## src/rtl/od666_pkg.sv

```systemverilog
// ----------------------------------------------------------------------------
// od666_pkg: shared types and constants for the RGB888 to RGB666 ditherer
// Counter widths, register codes, the frame position record and the
// reduced 4x4 ordered dither threshold table.
// ----------------------------------------------------------------------------
package od666_pkg;

	localparam int CNT_W   = 10;   // column/row counters and size registers
	localparam int LEVEL_W = 6;    // output channel level
	localparam int CHAN_W  = 8;    // input channel
	localparam int PIX_W   = 32;   // AARRGGBB word

	localparam logic [LEVEL_W-1:0] LEVEL_MAX = 6'd63;

	localparam logic [CNT_W-1:0] FRAME_WIDTH_RST  = 10'd220;
	localparam logic [CNT_W-1:0] FRAME_HEIGHT_RST = 10'd176;

	// configuration register indexes
	localparam int CFG_IDX_W = 1;
	localparam logic [CFG_IDX_W-1:0] REG_FRAME_WIDTH  = 1'b0;
	localparam logic [CFG_IDX_W-1:0] REG_FRAME_HEIGHT = 1'b1;

	// position of one pixel within the frame
	typedef struct packed {
		logic [1:0] col_lo;
		logic [1:0] row_lo;
		logic       eor;
		logic       eof;
	} pos_t;

	// Bayer 4x4 entry at (row, col), already shifted right by two
	function automatic logic [1:0] dither_thr(input logic [1:0] row, input logic [1:0] col);
		logic [3:0] val;
		case ({row, col})
			4'd0:    val = 4'd0;
			4'd1:    val = 4'd8;
			4'd2:    val = 4'd2;
			4'd3:    val = 4'd10;
			4'd4:    val = 4'd12;
			4'd5:    val = 4'd4;
			4'd6:    val = 4'd14;
			4'd7:    val = 4'd6;
			4'd8:    val = 4'd3;
			4'd9:    val = 4'd11;
			4'd10:   val = 4'd1;
			4'd11:   val = 4'd9;
			4'd12:   val = 4'd15;
			4'd13:   val = 4'd7;
			4'd14:   val = 4'd13;
			4'd15:   val = 4'd5;
			default: val = 4'd0;
		endcase
		return val[3:2];
	endfunction

endpackage

```

## src/rtl/od666_pix_if.sv

```systemverilog
// ----------------------------------------------------------------------------
// od666_pix_if: input pixel channel
// Valid/ready channel carrying one AARRGGBB pixel word per transfer.
// ----------------------------------------------------------------------------
interface od666_pix_if
	import od666_pkg::*;
();
	logic             valid;
	logic             ready;
	logic [PIX_W-1:0] pixel_word;

	modport source (output valid, output pixel_word, input ready);
	modport sink   (input valid, input pixel_word, output ready);
endinterface

```

## src/rtl/od666_lvl_if.sv

```systemverilog
// ----------------------------------------------------------------------------
// od666_lvl_if: output level channel
// Valid/ready channel carrying one dithered RGB666 pixel and its row and
// frame marks per transfer.
// ----------------------------------------------------------------------------
interface od666_lvl_if
	import od666_pkg::*;
();
	logic               valid;
	logic               ready;
	logic [LEVEL_W-1:0] blue_level;
	logic [LEVEL_W-1:0] green_level;
	logic [LEVEL_W-1:0] red_level;
	logic               end_of_row;
	logic               end_of_frame;

	modport source (output valid, output blue_level, output green_level, output red_level,
		output end_of_row, output end_of_frame, input ready);
	modport sink   (input valid, input blue_level, input green_level, input red_level,
		input end_of_row, input end_of_frame, output ready);
endinterface

```

## src/rtl/od666_pos.sv

```systemverilog
// ----------------------------------------------------------------------------
// od666_pos: raster position tracker
// Column and row counters that wrap at the frame size; a size of zero
// counts as 1024. Gives the position record of the pixel now at the input.
// ----------------------------------------------------------------------------
module od666_pos
	import od666_pkg::*;
(
	input  logic             clk,
	input  logic             arst_n,
	input  logic             step,
	input  logic [CNT_W-1:0] frame_width,
	input  logic [CNT_W-1:0] frame_height,
	output pos_t             pos
);
	logic [CNT_W-1:0] col_q, row_q;
	logic [CNT_W:0]   width_full, height_full;
	logic [CNT_W:0]   col_inc, row_inc;
	logic             eor, eof;

	assign width_full  = (frame_width == '0)  ? (CNT_W+1)'(1 << CNT_W) : {1'b0, frame_width};
	assign height_full = (frame_height == '0) ? (CNT_W+1)'(1 << CNT_W) : {1'b0, frame_height};
	assign col_inc     = {1'b0, col_q} + (CNT_W+1)'(1);
	assign row_inc     = {1'b0, row_q} + (CNT_W+1)'(1);

	// at or past the last position also ends the line (size lowered mid-frame)
	assign eor = col_inc >= width_full;
	assign eof = eor && (row_inc >= height_full);

	assign pos.col_lo = col_q[1:0];
	assign pos.row_lo = row_q[1:0];
	assign pos.eor    = eor;
	assign pos.eof    = eof;

	always_ff @(posedge clk or negedge arst_n) begin
		if (!arst_n) begin
			col_q <= '0;
			row_q <= '0;
		end else if (step) begin
			if (eor) begin
				col_q <= '0;
				row_q <= eof ? '0 : row_inc[CNT_W-1:0];
			end else begin
				col_q <= col_inc[CNT_W-1:0];
			end
		end
	end
endmodule

```

## src/rtl/od666_chan.sv

```systemverilog
// ----------------------------------------------------------------------------
// od666_chan: one channel reducer
// Drops two bits of an 8-bit value and rounds up against the dither
// threshold, saturating at the top level.
// ----------------------------------------------------------------------------
module od666_chan
	import od666_pkg::*;
(
	input  logic [CHAN_W-1:0]  value,
	input  logic [1:0]         thr,
	output logic [LEVEL_W-1:0] level
);
	logic [LEVEL_W-1:0] base;
	logic               raise;

	assign base  = value[CHAN_W-1:2];
	assign raise = (value[1:0] > thr) && (base != LEVEL_MAX);
	assign level = base + LEVEL_W'(raise);
endmodule

```

## src/rtl/ordered_dither_rgb666.sv

```systemverilog
// ----------------------------------------------------------------------------
// ordered_dither_rgb666: 4x4 ordered dither, RGB888 to RGB666
// Streams raster-order pixels and emits dithered 6-bit levels with
// end-of-row and end-of-frame marks.
// ----------------------------------------------------------------------------
// One pixel per clock sustained while the sink keeps up. On its way through,
// the input register captures the pixel together with its frame position,
// and the result register holds the dithered levels until the sink takes
// them. Both stages advance independently, so a new pixel is taken while a
// finished result still waits; pix_in.ready drops only when both stages
// are full and the sink stalls. Frame size is set through cfg_we/cfg_index/
// cfg_data (index 0 width, 1 height, 10 bits, 0 means 1024); reset gives
// 220 x 176. Write the size only while the stream is idle. Writes do not
// move the position counters.
// ----------------------------------------------------------------------------
module ordered_dither_rgb666
	import od666_pkg::*;
(
	input  logic                 clk,
	input  logic                 arst_n,
	input  logic                 cfg_we,
	input  logic [CFG_IDX_W-1:0] cfg_index,
	input  logic [CNT_W-1:0]     cfg_data,
	od666_pix_if.sink            pix_in,
	od666_lvl_if.source          pix_out
);
	// size registers
	logic [CNT_W-1:0] frame_width_q, frame_height_q;

	// stage 1: captured pixel and its position
	logic             valid_s1;
	logic [PIX_W-1:0] pixel_s1;
	pos_t             pos_s1;

	// result register
	logic               out_valid_q;
	logic [LEVEL_W-1:0] blue_q, green_q, red_q;
	logic               eor_q, eof_q;

	pos_t               pos_cur;
	logic               in_xfer, adv_s1;
	logic [1:0]         thr;
	logic [LEVEL_W-1:0] blue_d, green_d, red_d;

	always_ff @(posedge clk or negedge arst_n) begin
		if (!arst_n) begin
			frame_width_q  <= FRAME_WIDTH_RST;
			frame_height_q <= FRAME_HEIGHT_RST;
		end else if (cfg_we) begin
			case (cfg_index)
				REG_FRAME_WIDTH:  frame_width_q  <= cfg_data;
				REG_FRAME_HEIGHT: frame_height_q <= cfg_data;
				default: ;
			endcase
		end
	end

	// stage 1 moves on when the result register is empty or being drained
	assign adv_s1       = !out_valid_q || pix_out.ready;
	assign pix_in.ready = !valid_s1 || adv_s1;
	assign in_xfer      = pix_in.valid && pix_in.ready;

	od666_pos u_pos (
		.clk          (clk),
		.arst_n       (arst_n),
		.step         (in_xfer),
		.frame_width  (frame_width_q),
		.frame_height (frame_height_q),
		.pos          (pos_cur)
	);

	always_ff @(posedge clk or negedge arst_n) begin
		if (!arst_n) begin
			valid_s1 <= 1'b0;
		end else if (pix_in.ready) begin
			valid_s1 <= pix_in.valid;
		end
	end

	always_ff @(posedge clk) begin
		if (in_xfer) begin
			pixel_s1 <= pix_in.pixel_word;
			pos_s1   <= pos_cur;
		end
	end

	// one threshold shared by all three channels of the pixel
	assign thr = dither_thr(pos_s1.row_lo, pos_s1.col_lo);

	od666_chan u_blue (
		.value (pixel_s1[7:0]),
		.thr   (thr),
		.level (blue_d)
	);

	od666_chan u_green (
		.value (pixel_s1[15:8]),
		.thr   (thr),
		.level (green_d)
	);

	od666_chan u_red (
		.value (pixel_s1[23:16]),
		.thr   (thr),
		.level (red_d)
	);

	always_ff @(posedge clk or negedge arst_n) begin
		if (!arst_n) begin
			out_valid_q <= 1'b0;
		end else if (adv_s1) begin
			out_valid_q <= valid_s1;
		end
	end

	always_ff @(posedge clk) begin
		if (adv_s1 && valid_s1) begin
			blue_q  <= blue_d;
			green_q <= green_d;
			red_q   <= red_d;
			eor_q   <= pos_s1.eor;
			eof_q   <= pos_s1.eof;
		end
	end

	assign pix_out.valid        = out_valid_q;
	assign pix_out.blue_level   = blue_q;
	assign pix_out.green_level  = green_q;
	assign pix_out.red_level    = red_q;
	assign pix_out.end_of_row   = eor_q;
	assign pix_out.end_of_frame = eof_q;

	// a frame always ends on a row end
	a_eof_on_eor: assert property (@(posedge clk) disable iff (!arst_n)
		pix_out.valid |-> (!pix_out.end_of_frame || pix_out.end_of_row))
		else $error("end_of_frame without end_of_row");

	// input stalls only when both stages are full and the sink holds off
	a_stall_cause: assert property (@(posedge clk) disable iff (!arst_n)
		!pix_in.ready |-> (valid_s1 && out_valid_q && !pix_out.ready))
		else $error("input stalled with room in the pipeline");

	// a blocked stage 1 keeps its pixel and position
	a_s1_hold: assert property (@(posedge clk) disable iff (!arst_n)
		(valid_s1 && !adv_s1) |=> (valid_s1 && $stable(pixel_s1) && $stable(pos_s1)))
		else $error("stage 1 lost its item while blocked");
endmodule
```

## src/flat_wrapper.sv

```systemverilog
// flat-port wrapper written by rule: the top's interface ports become plain ports
module ordered_dither_rgb666_flat import od666_pkg::*;
  (clk, arst_n, cfg_we, cfg_index, cfg_data, pix_in_valid, pix_in_pixel_word, pix_in_ready, pix_out_valid, pix_out_blue_level, pix_out_green_level, pix_out_red_level, pix_out_end_of_row, pix_out_end_of_frame, pix_out_ready);
  od666_pix_if pix_in_i ();
  od666_lvl_if pix_out_i ();
  input  logic clk;
  input  logic arst_n;
  input  logic cfg_we;
  input  logic [CFG_IDX_W-1:0] cfg_index;
  input  logic [CNT_W-1:0] cfg_data;
  input wire logic [$bits(pix_in_i.valid)-1:0] pix_in_valid;
  input wire logic [$bits(pix_in_i.pixel_word)-1:0] pix_in_pixel_word;
  output wire logic [$bits(pix_in_i.ready)-1:0] pix_in_ready;
  output wire logic [$bits(pix_out_i.valid)-1:0] pix_out_valid;
  output wire logic [$bits(pix_out_i.blue_level)-1:0] pix_out_blue_level;
  output wire logic [$bits(pix_out_i.green_level)-1:0] pix_out_green_level;
  output wire logic [$bits(pix_out_i.red_level)-1:0] pix_out_red_level;
  output wire logic [$bits(pix_out_i.end_of_row)-1:0] pix_out_end_of_row;
  output wire logic [$bits(pix_out_i.end_of_frame)-1:0] pix_out_end_of_frame;
  input wire logic [$bits(pix_out_i.ready)-1:0] pix_out_ready;
  assign pix_in_i.valid = pix_in_valid;
  assign pix_in_i.pixel_word = pix_in_pixel_word;
  assign pix_in_ready = pix_in_i.ready;
  assign pix_out_valid = pix_out_i.valid;
  assign pix_out_blue_level = pix_out_i.blue_level;
  assign pix_out_green_level = pix_out_i.green_level;
  assign pix_out_red_level = pix_out_i.red_level;
  assign pix_out_end_of_row = pix_out_i.end_of_row;
  assign pix_out_end_of_frame = pix_out_i.end_of_frame;
  assign pix_out_i.ready = pix_out_ready;
  ordered_dither_rgb666 u_core (.clk(clk), .arst_n(arst_n), .cfg_we(cfg_we), .cfg_index(cfg_index), .cfg_data(cfg_data), .pix_in(pix_in_i), .pix_out(pix_out_i));
endmodule
```

## config.mk

```make
export PLATFORM = sky130hd
export DESIGN_NAME = ordered_dither_rgb666_flat
export DESIGN_NICKNAME = d
export VERILOG_FILES = /design/src/rtl/od666_pkg.sv /design/src/rtl/od666_pix_if.sv /design/src/rtl/od666_lvl_if.sv /design/src/rtl/od666_pos.sv /design/src/rtl/od666_chan.sv /design/src/rtl/ordered_dither_rgb666.sv /design/src/flat_wrapper.sv
export SDC_FILE = /design/constraint.sdc
export NUM_CORES = 1
export LEC_CHECK = 0
export BUFFER_PORTS_ARGS = -buffer_cell sky130_fd_sc_hd__buf_2
export CAP_MARGIN = 20
export CORE_MARGIN = 2
export CORE_UTILIZATION = 59
export CTS_BUF_LIST = sky130_fd_sc_hd__clkbuf_4 sky130_fd_sc_hd__clkbuf_8
export CTS_CLUSTER_SIZE = 30
export DETAILED_ROUTE_END_ITERATION = 12
export PLACE_DENSITY = 0.82
export SLEW_MARGIN = 15
export SYNTH_ARGS = -nofsm -noshare
export SYNTH_HDL_FRONTEND = slang
export SYNTH_SLANG_ARGS = --single-unit
```

## constraint.sdc

```tcl
create_clock -name clk -period 3.34 [get_ports clk]
set_input_delay 0.334 -clock clk [delete_from_list [all_inputs] [get_ports clk]]
set_output_delay 0.334 -clock clk [all_outputs]
set_load 0.02 [all_outputs]
```

Word level (Yosys, flattened, before mapping)
Memories as Yosys holds them, arrays and structs flattened. A register that Yosys moved wholly into a read port is not among the register bits. Index checks and enable logic that the tools add are counted.

Flip-flop bits (word level): 92. Memory bits (read-only): 64. Input bits: 48. Output and inout port bits: 22. Logic and storage cells: 51. Memories kept: 1.

Memory list: (name not given) (words 16, bits a word 4, read ports 1, clocked after Yosys merged registers in 1, write ports 0, line od666_pkg.sv:34) `case ({row, col})`.

Add/sub/neg operators: 5. Order comparisons: 5. Equality and inequality tests: 3. Muxes and demuxes: 5. Bitwise gates (word level): 1. Reductions and logical operators: 15.

Operators by type and width (number): 10-bit by 1-bit adder with 11-bit output (second input constant) (2); 11-bit greater-or-equal comparator (2); 11-bit two-way mux (2); 10-bit logical NOT (2); 10-bit two-way mux (2); 6-bit by 1-bit adder with 6-bit output (3); 6-bit inequality test (second input constant) (3); 2-bit > comparator (3); 1-bit logical AND (6); 2-bit AND reduction (3); 4-bit two-way mux (1); 1-bit logical NOT (2); 1-bit logical OR (2); 1-bit inverter (1).

Depth between registers and ports, before layout
Depth in word-level cells: 5. Depth in mapped cells: 14. Gate-level depth less buffers: 13.

Hierarchy
A second synthesis with hierarchy kept.

Cell total of the unflattened synthesis: 374. Area, all modules: 4630.7 um^2.

Modules (own cells, without submodules): ordered_dither_rgb666 (instances 1, cells an instance 106, area each 2378.5 um^2, sequential area each 2042.0 um^2); od666_pos (instances 1, cells an instance 211, area each 1820.5 um^2, sequential area each 500.5 um^2); od666_chan (instances 3, cells an instance 19, area each 143.9 um^2, sequential area each 0.0 um^2).

Worst setup path before layout
Ideal clock, no wire load.

Path type: reg2reg. Start point: register u_core.u_pos.row_q[0]. End point: register u_core.u_pos.row_q[0]. Library setup time: 125 ps. Arrival: 2454 ps. Data required time: 3215 ps. Setup slack: 761 ps. Stages on the path, launching flop included: 12. Buffers on the path: 0. Clock period less this slack: 2579 ps. Path through: dfrtp_1 > ha_1 > and3_2 > and3_4 > and3_1 > ha_1 > nand4_1 > nor3_1 > a21oi_2 > nand2_2 > nor2b_4 > mux2_2.

Longest elaborated chain between the ends: 4.

Ends and longest elaborated chain: start: declaration (line od666_pos.sv:16) `logic [CNT_W-1:0] col_q, row_q;`; start signal: assignment (line od666_pos.sv:42) `row_q <= eof ? '0 : row_inc[CNT_W-1:0];`; 10-bit by 1-bit adder with 11-bit output (*) (line od666_pos.sv:24) `assign row_inc = {1'b0, row_q} + (CNT_W+1)'(1);`; 11-bit greater-or-equal comparator (line od666_pos.sv:28) `assign eof = eor && (row_inc >= height_full);`; 1-bit logical AND (line od666_pos.sv:28); 10-bit two-way mux (*) (line od666_pos.sv:42).

Every way passes the cells marked *; elsewhere a longest branch is shown, timed or not. A chain may end at the register's enable or synchronous reset.

==> summary.txt <==
Run status
  – Run status: finished clean

Logic synthesis
  – Xor/xnor cell area share of the yosys netlist: 5.804%
  – Area share of the leading cell type in the synthesized netlist: 31.99%
  – Synth top area cells: edfxtp_1 32%, dfrtp_1 19%, ha_1 10%
  – Complex-gate fraction of the synthesized area: 8.414%
  – Share of synthesized cell area in full adder, half adder and majority cells: 9.997%
  – Dominant register cell in the synthesized netlist: edfxtp_1
  – EDFF count, synth: 48
  – Sequential element share of the synthesized area: 56.43%
  – #FFs+latches synth: 92
  – Portion of netlist area occupied by mux cells: 3.221%
  – Number of distinct library cells after synthesis: 46
  – Post-synthesis instance area: 4506 um2
  – Total nets after synthesis: 458
  – Number of warnings printed during yosys synthesis: 0
  – Synth Instances: 374
  – Ys async rst share: 45.65%
  – Cell taking the most area after synthesis: edfxtp_1
  – Post-Synthesis Mean Instance Area: 12.05 um2
  – Area fraction in and, or, nand and nor cells after synthesis: 13.36%
  – Main combinational cell family by area after synthesis: simple AND/OR/NAND/NOR gates

Finish
  – Combined area of the multi-input logic cells: 1846 um2
  – Layout Nets: 524
  – Share of post-route cells with drive strength above 1: 25.39%
  – Filler cell count: 544
  – Antenna Cells: 0
  – Sequential cell area: 2542 um2
  – Synthesis-to-layout area growth: 13.52%

STA
  – Final count of negative-setup-slack endpoints: 0
  – Highest achievable clock rate: 328.6 MHz
  – Setup repair after global routing missed its margin: no
  – Clock period minus final worst setup slack: 3043 ps
  – Worst setup skew after layout: 15.94 ps
  – Slew @ Worst Pin: 998.1 ps
  – Final Hold Vio Count: 0
  – Final worst-path cycle share: 91.10%
  – Relative slew margins: 33.32%
  – Max-slew violation count: 0
  – Total Negative Setup Slacks: 0 ps
  – Slack of the critical path: 297.1 ps

CTS
  – Number of buffers on the longest clock path: 2
  – Post-CTS Setup Bufs: 0
  – Clock root buffer master: clkbuf_8
  – Post-CTS clock slew at the launch and capture registers of the worst setup and hold paths: 90 ps
  – Hold buffers post-CTS: 0
  – Clock tree from TritonCTS: built
  – Skew-Pair Late Insertion Delay: 370 ps
  – Resized Gates After CTS: 0
  – H-tree depth: 3
  – TritonCTS Buffers: 9
  – Clock net sink count: 92

Setup path
  – Worst Path Class, Setup: reg2reg
  – Worst EP required: 3640 ps
  – Nature of the critical path startpoint: flip-flop
  – Data arrival time of the critical path: 3350 ps
  – Nature of the critical path endpoint: flip-flop
  – Worst-path cell with the longest stage delay: dfrtp_1
  – Crit path max-delay family: simple AND/OR/NAND/NOR gates
  – Highest cell delay on the worst timing path: 500 ps
  – Buffers and inverters on the worst path: 1
  – CP Max Fanout: 9
  – Cell-by-cell listing of the critical path: ha_1, nand3_1, inv_2, nand3_2, nor2_1, xor2_1, ha_1, a21oi_1, o21ai_0, a21oi_2, nand2_2, nor2_1, a22o_1

Place
  – Quantity of I/O buffers inserted on ports: 61
  – Dpl ws: 222.9 ps
  – Gp weighted congestion: 0.7999
  – Detailed-placement wirelength estimate: 5980 um

Route
  – Final antenna-violating net count: 0
  – Number of design rule violations left after detail routing: 0
  – DR vias/cell: 5.485
  – Detailed router's first-iteration violation count: 215
  – First-pass detailed-route iteration total: 4
  – Total via count after detailed routing: 2984
  – Total Routed Length: 8107 um
  – DR WL/cell: 14.90 um

Worst hold path
  – Hold Path Class: in2async

Power
  – Switching share of power: 30.72%
  – Clock power frac: 25.9%
  – PD cells: 576.0 nW/um2
  – Part of the power in registers: 50.9%
  – Maximum vdd ir drop: 0.0003592 V
  – Static Leakage: 2.288 nW
  – Combinational Power Share: 23.2%
  – Power Internal: 2.041 mW
  – Switching power of the nets: 905.0 uW

GRT
  – Initial antenna violation count: 0
  – Largest net degree at the start of global routing: 43
  – Remaining global-route overflow: 0
  – Vias in the first global route: 2877
  – Overall track demand over capacity in global routing: 20.90%
  – Global-route wire length before repair: 13560 um

Floorplanning
  – Placement row count: 31
  – Count of pins on the block boundary: 70
  – Placeable core region: 7331 um2
  – Die height: 91.39 um
  – Horizontal die dimension: 91.39 um
  – Initial standard-cell utilization of the core: 61.46%
  – Die ar.: 8351 um2

Job
  – Reported max-cap violation count: 0
==> registers in the layout, indices dropped and copies added, names as in the netlist <==
signal,flops
u_core.thr,2
u_core.pos_s1,4
u_core.pixel_s1,24
u_core.u_pos.row_q,10
u_core.u_pos.col_q,10
u_core.pix_out.end_of_row,1
u_core.frame_width_q,10
u_core.pix_out.blue_level,6
u_core.pix_out.red_level,6
u_core.frame_height_q,10
u_core.pix_out.valid,1
u_core.pix_out.end_of_frame,1
u_core.pix_out.green_level,6
u_core.valid_s1,1
==> per-layer routing <==
metal | up-vias | global-route usage (%) | wire length [um]
met4 | 0 | 4.545 | 62
li1 | 1475 | - | -
met5 | - | 0 | 0
met1 | 1422 | 24.92 | 3379
met2 | 80 | 36.83 | 4219
met3 | 7 | 6.805 | 444
==> layout make-up <==
cell class                      count  area share (%)
Clock inverter                      6           1.419
Clock buffer                       10           2.568
Tap cell                           99           2.422
Timing Repair Buffer               61           5.969
Inverter                           25           1.835
Multi-Input combinational cell    251           36.08
Sequential cell                    92           49.71
==> per-stage QoR <==
stage / hold WS (ps) / total power, mW / instance area (um2) / instances / util, %
6_report: 113.4 / 2.946 / 5115 / 544 / 69.77
5_1_grt: 100.2 / 3.128 / 5115 / 544 / 69.77
4_1_cts: 122.5 / 2.967 / 5107 / 544 / 69.67
3_5_place_dp: 406.1 / 2.204 / 4903 / 528 / 66.89
3_3_place_gp: 404.9 / 2.148 / 4903 / 528 / 66.89
2_1_floorplan: 38.41 / 1.988 / 4506 / 374 / -
==> cells in the final DEF, fill, tap and decap left out, types with 12 or more instances in the layout <==
master	synthesis	routed
buf_2	1	61
edfxtp_1	48	48
ha_1	36	36
o21ai_0	21	21
nand2_1	39	39
dfrtp_1	34	34
nand3_1	17	17
xnor2_1	18	18
mux2_2	12	12
inv_1	23	23
==> power groups by stage <==
stage | clock network, mW | logic (mW) | registers [mW]
after global routing | 0.830 | 0.780 | 1.52
after detailed placement | 0 | 0.685 | 1.52
after floorplan | 0 | 0.443 | 1.54
after global placement | 0 | 0.637 | 1.51
final | 0.762 | 0.683 | 1.50
after CTS | 0.778 | 0.692 | 1.50
==> cells by family (layout without fill, tap and decap cells) <==
logic type,after synthesis,in the layout
fa+ha+maj,36,36
xor+xnor,29,29
flops,92,92
simple gates,113,113
mux,13,13
buf+inv,31,102
compound gates,60,60
==> final timing paths <==
check                      slack [ps]  cells past startpoint                           to                   from
max in group asynchronous        2640                      1        u_core.u_pos.col_q[7]                 arst_n
hold reg to reg                   430                      0  u_core.pix_out.end_of_frame       u_core.pos_s1[0]
setup / recovery                  300                     13        u_core.u_pos.col_q[5]  u_core.u_pos.col_q[0]
min in group clk                  130                      1          u_core.pixel_s1[20]  pix_in_pixel_word[20]
setup reg to reg                  300                     13        u_core.u_pos.col_q[5]  u_core.u_pos.col_q[0]
hold / removal                    110                      1        u_core.u_pos.row_q[1]                 arst_n
==> cell usage after synthesis (2+ instances only) <==
library cell	instances
clkbuf_1	4
nor4_1	4
nand2_2	2
mux2_2	12
nand2_1	39
nor2b_1	11
a21oi_2	3
edfxtp_1	48
and3_4	2
a21oi_1	11
and3_1	5
nand2b_1	4
dfrtp_1	34
nor2_1	9
nor3_1	2
dfxtp_1	2
and2_1	3
xnor2_1	18
a41o_1	4
o21ai_0	21
nand4_1	6
xor2_1	10
inv_2	2
a22o_1	9
dfstp_2	8
ha_1	36
inv_1	23
nand3_2	2
nand3_1	17
o21ai_1	7
Note: power is estimated with default switching activity, not from simulation.
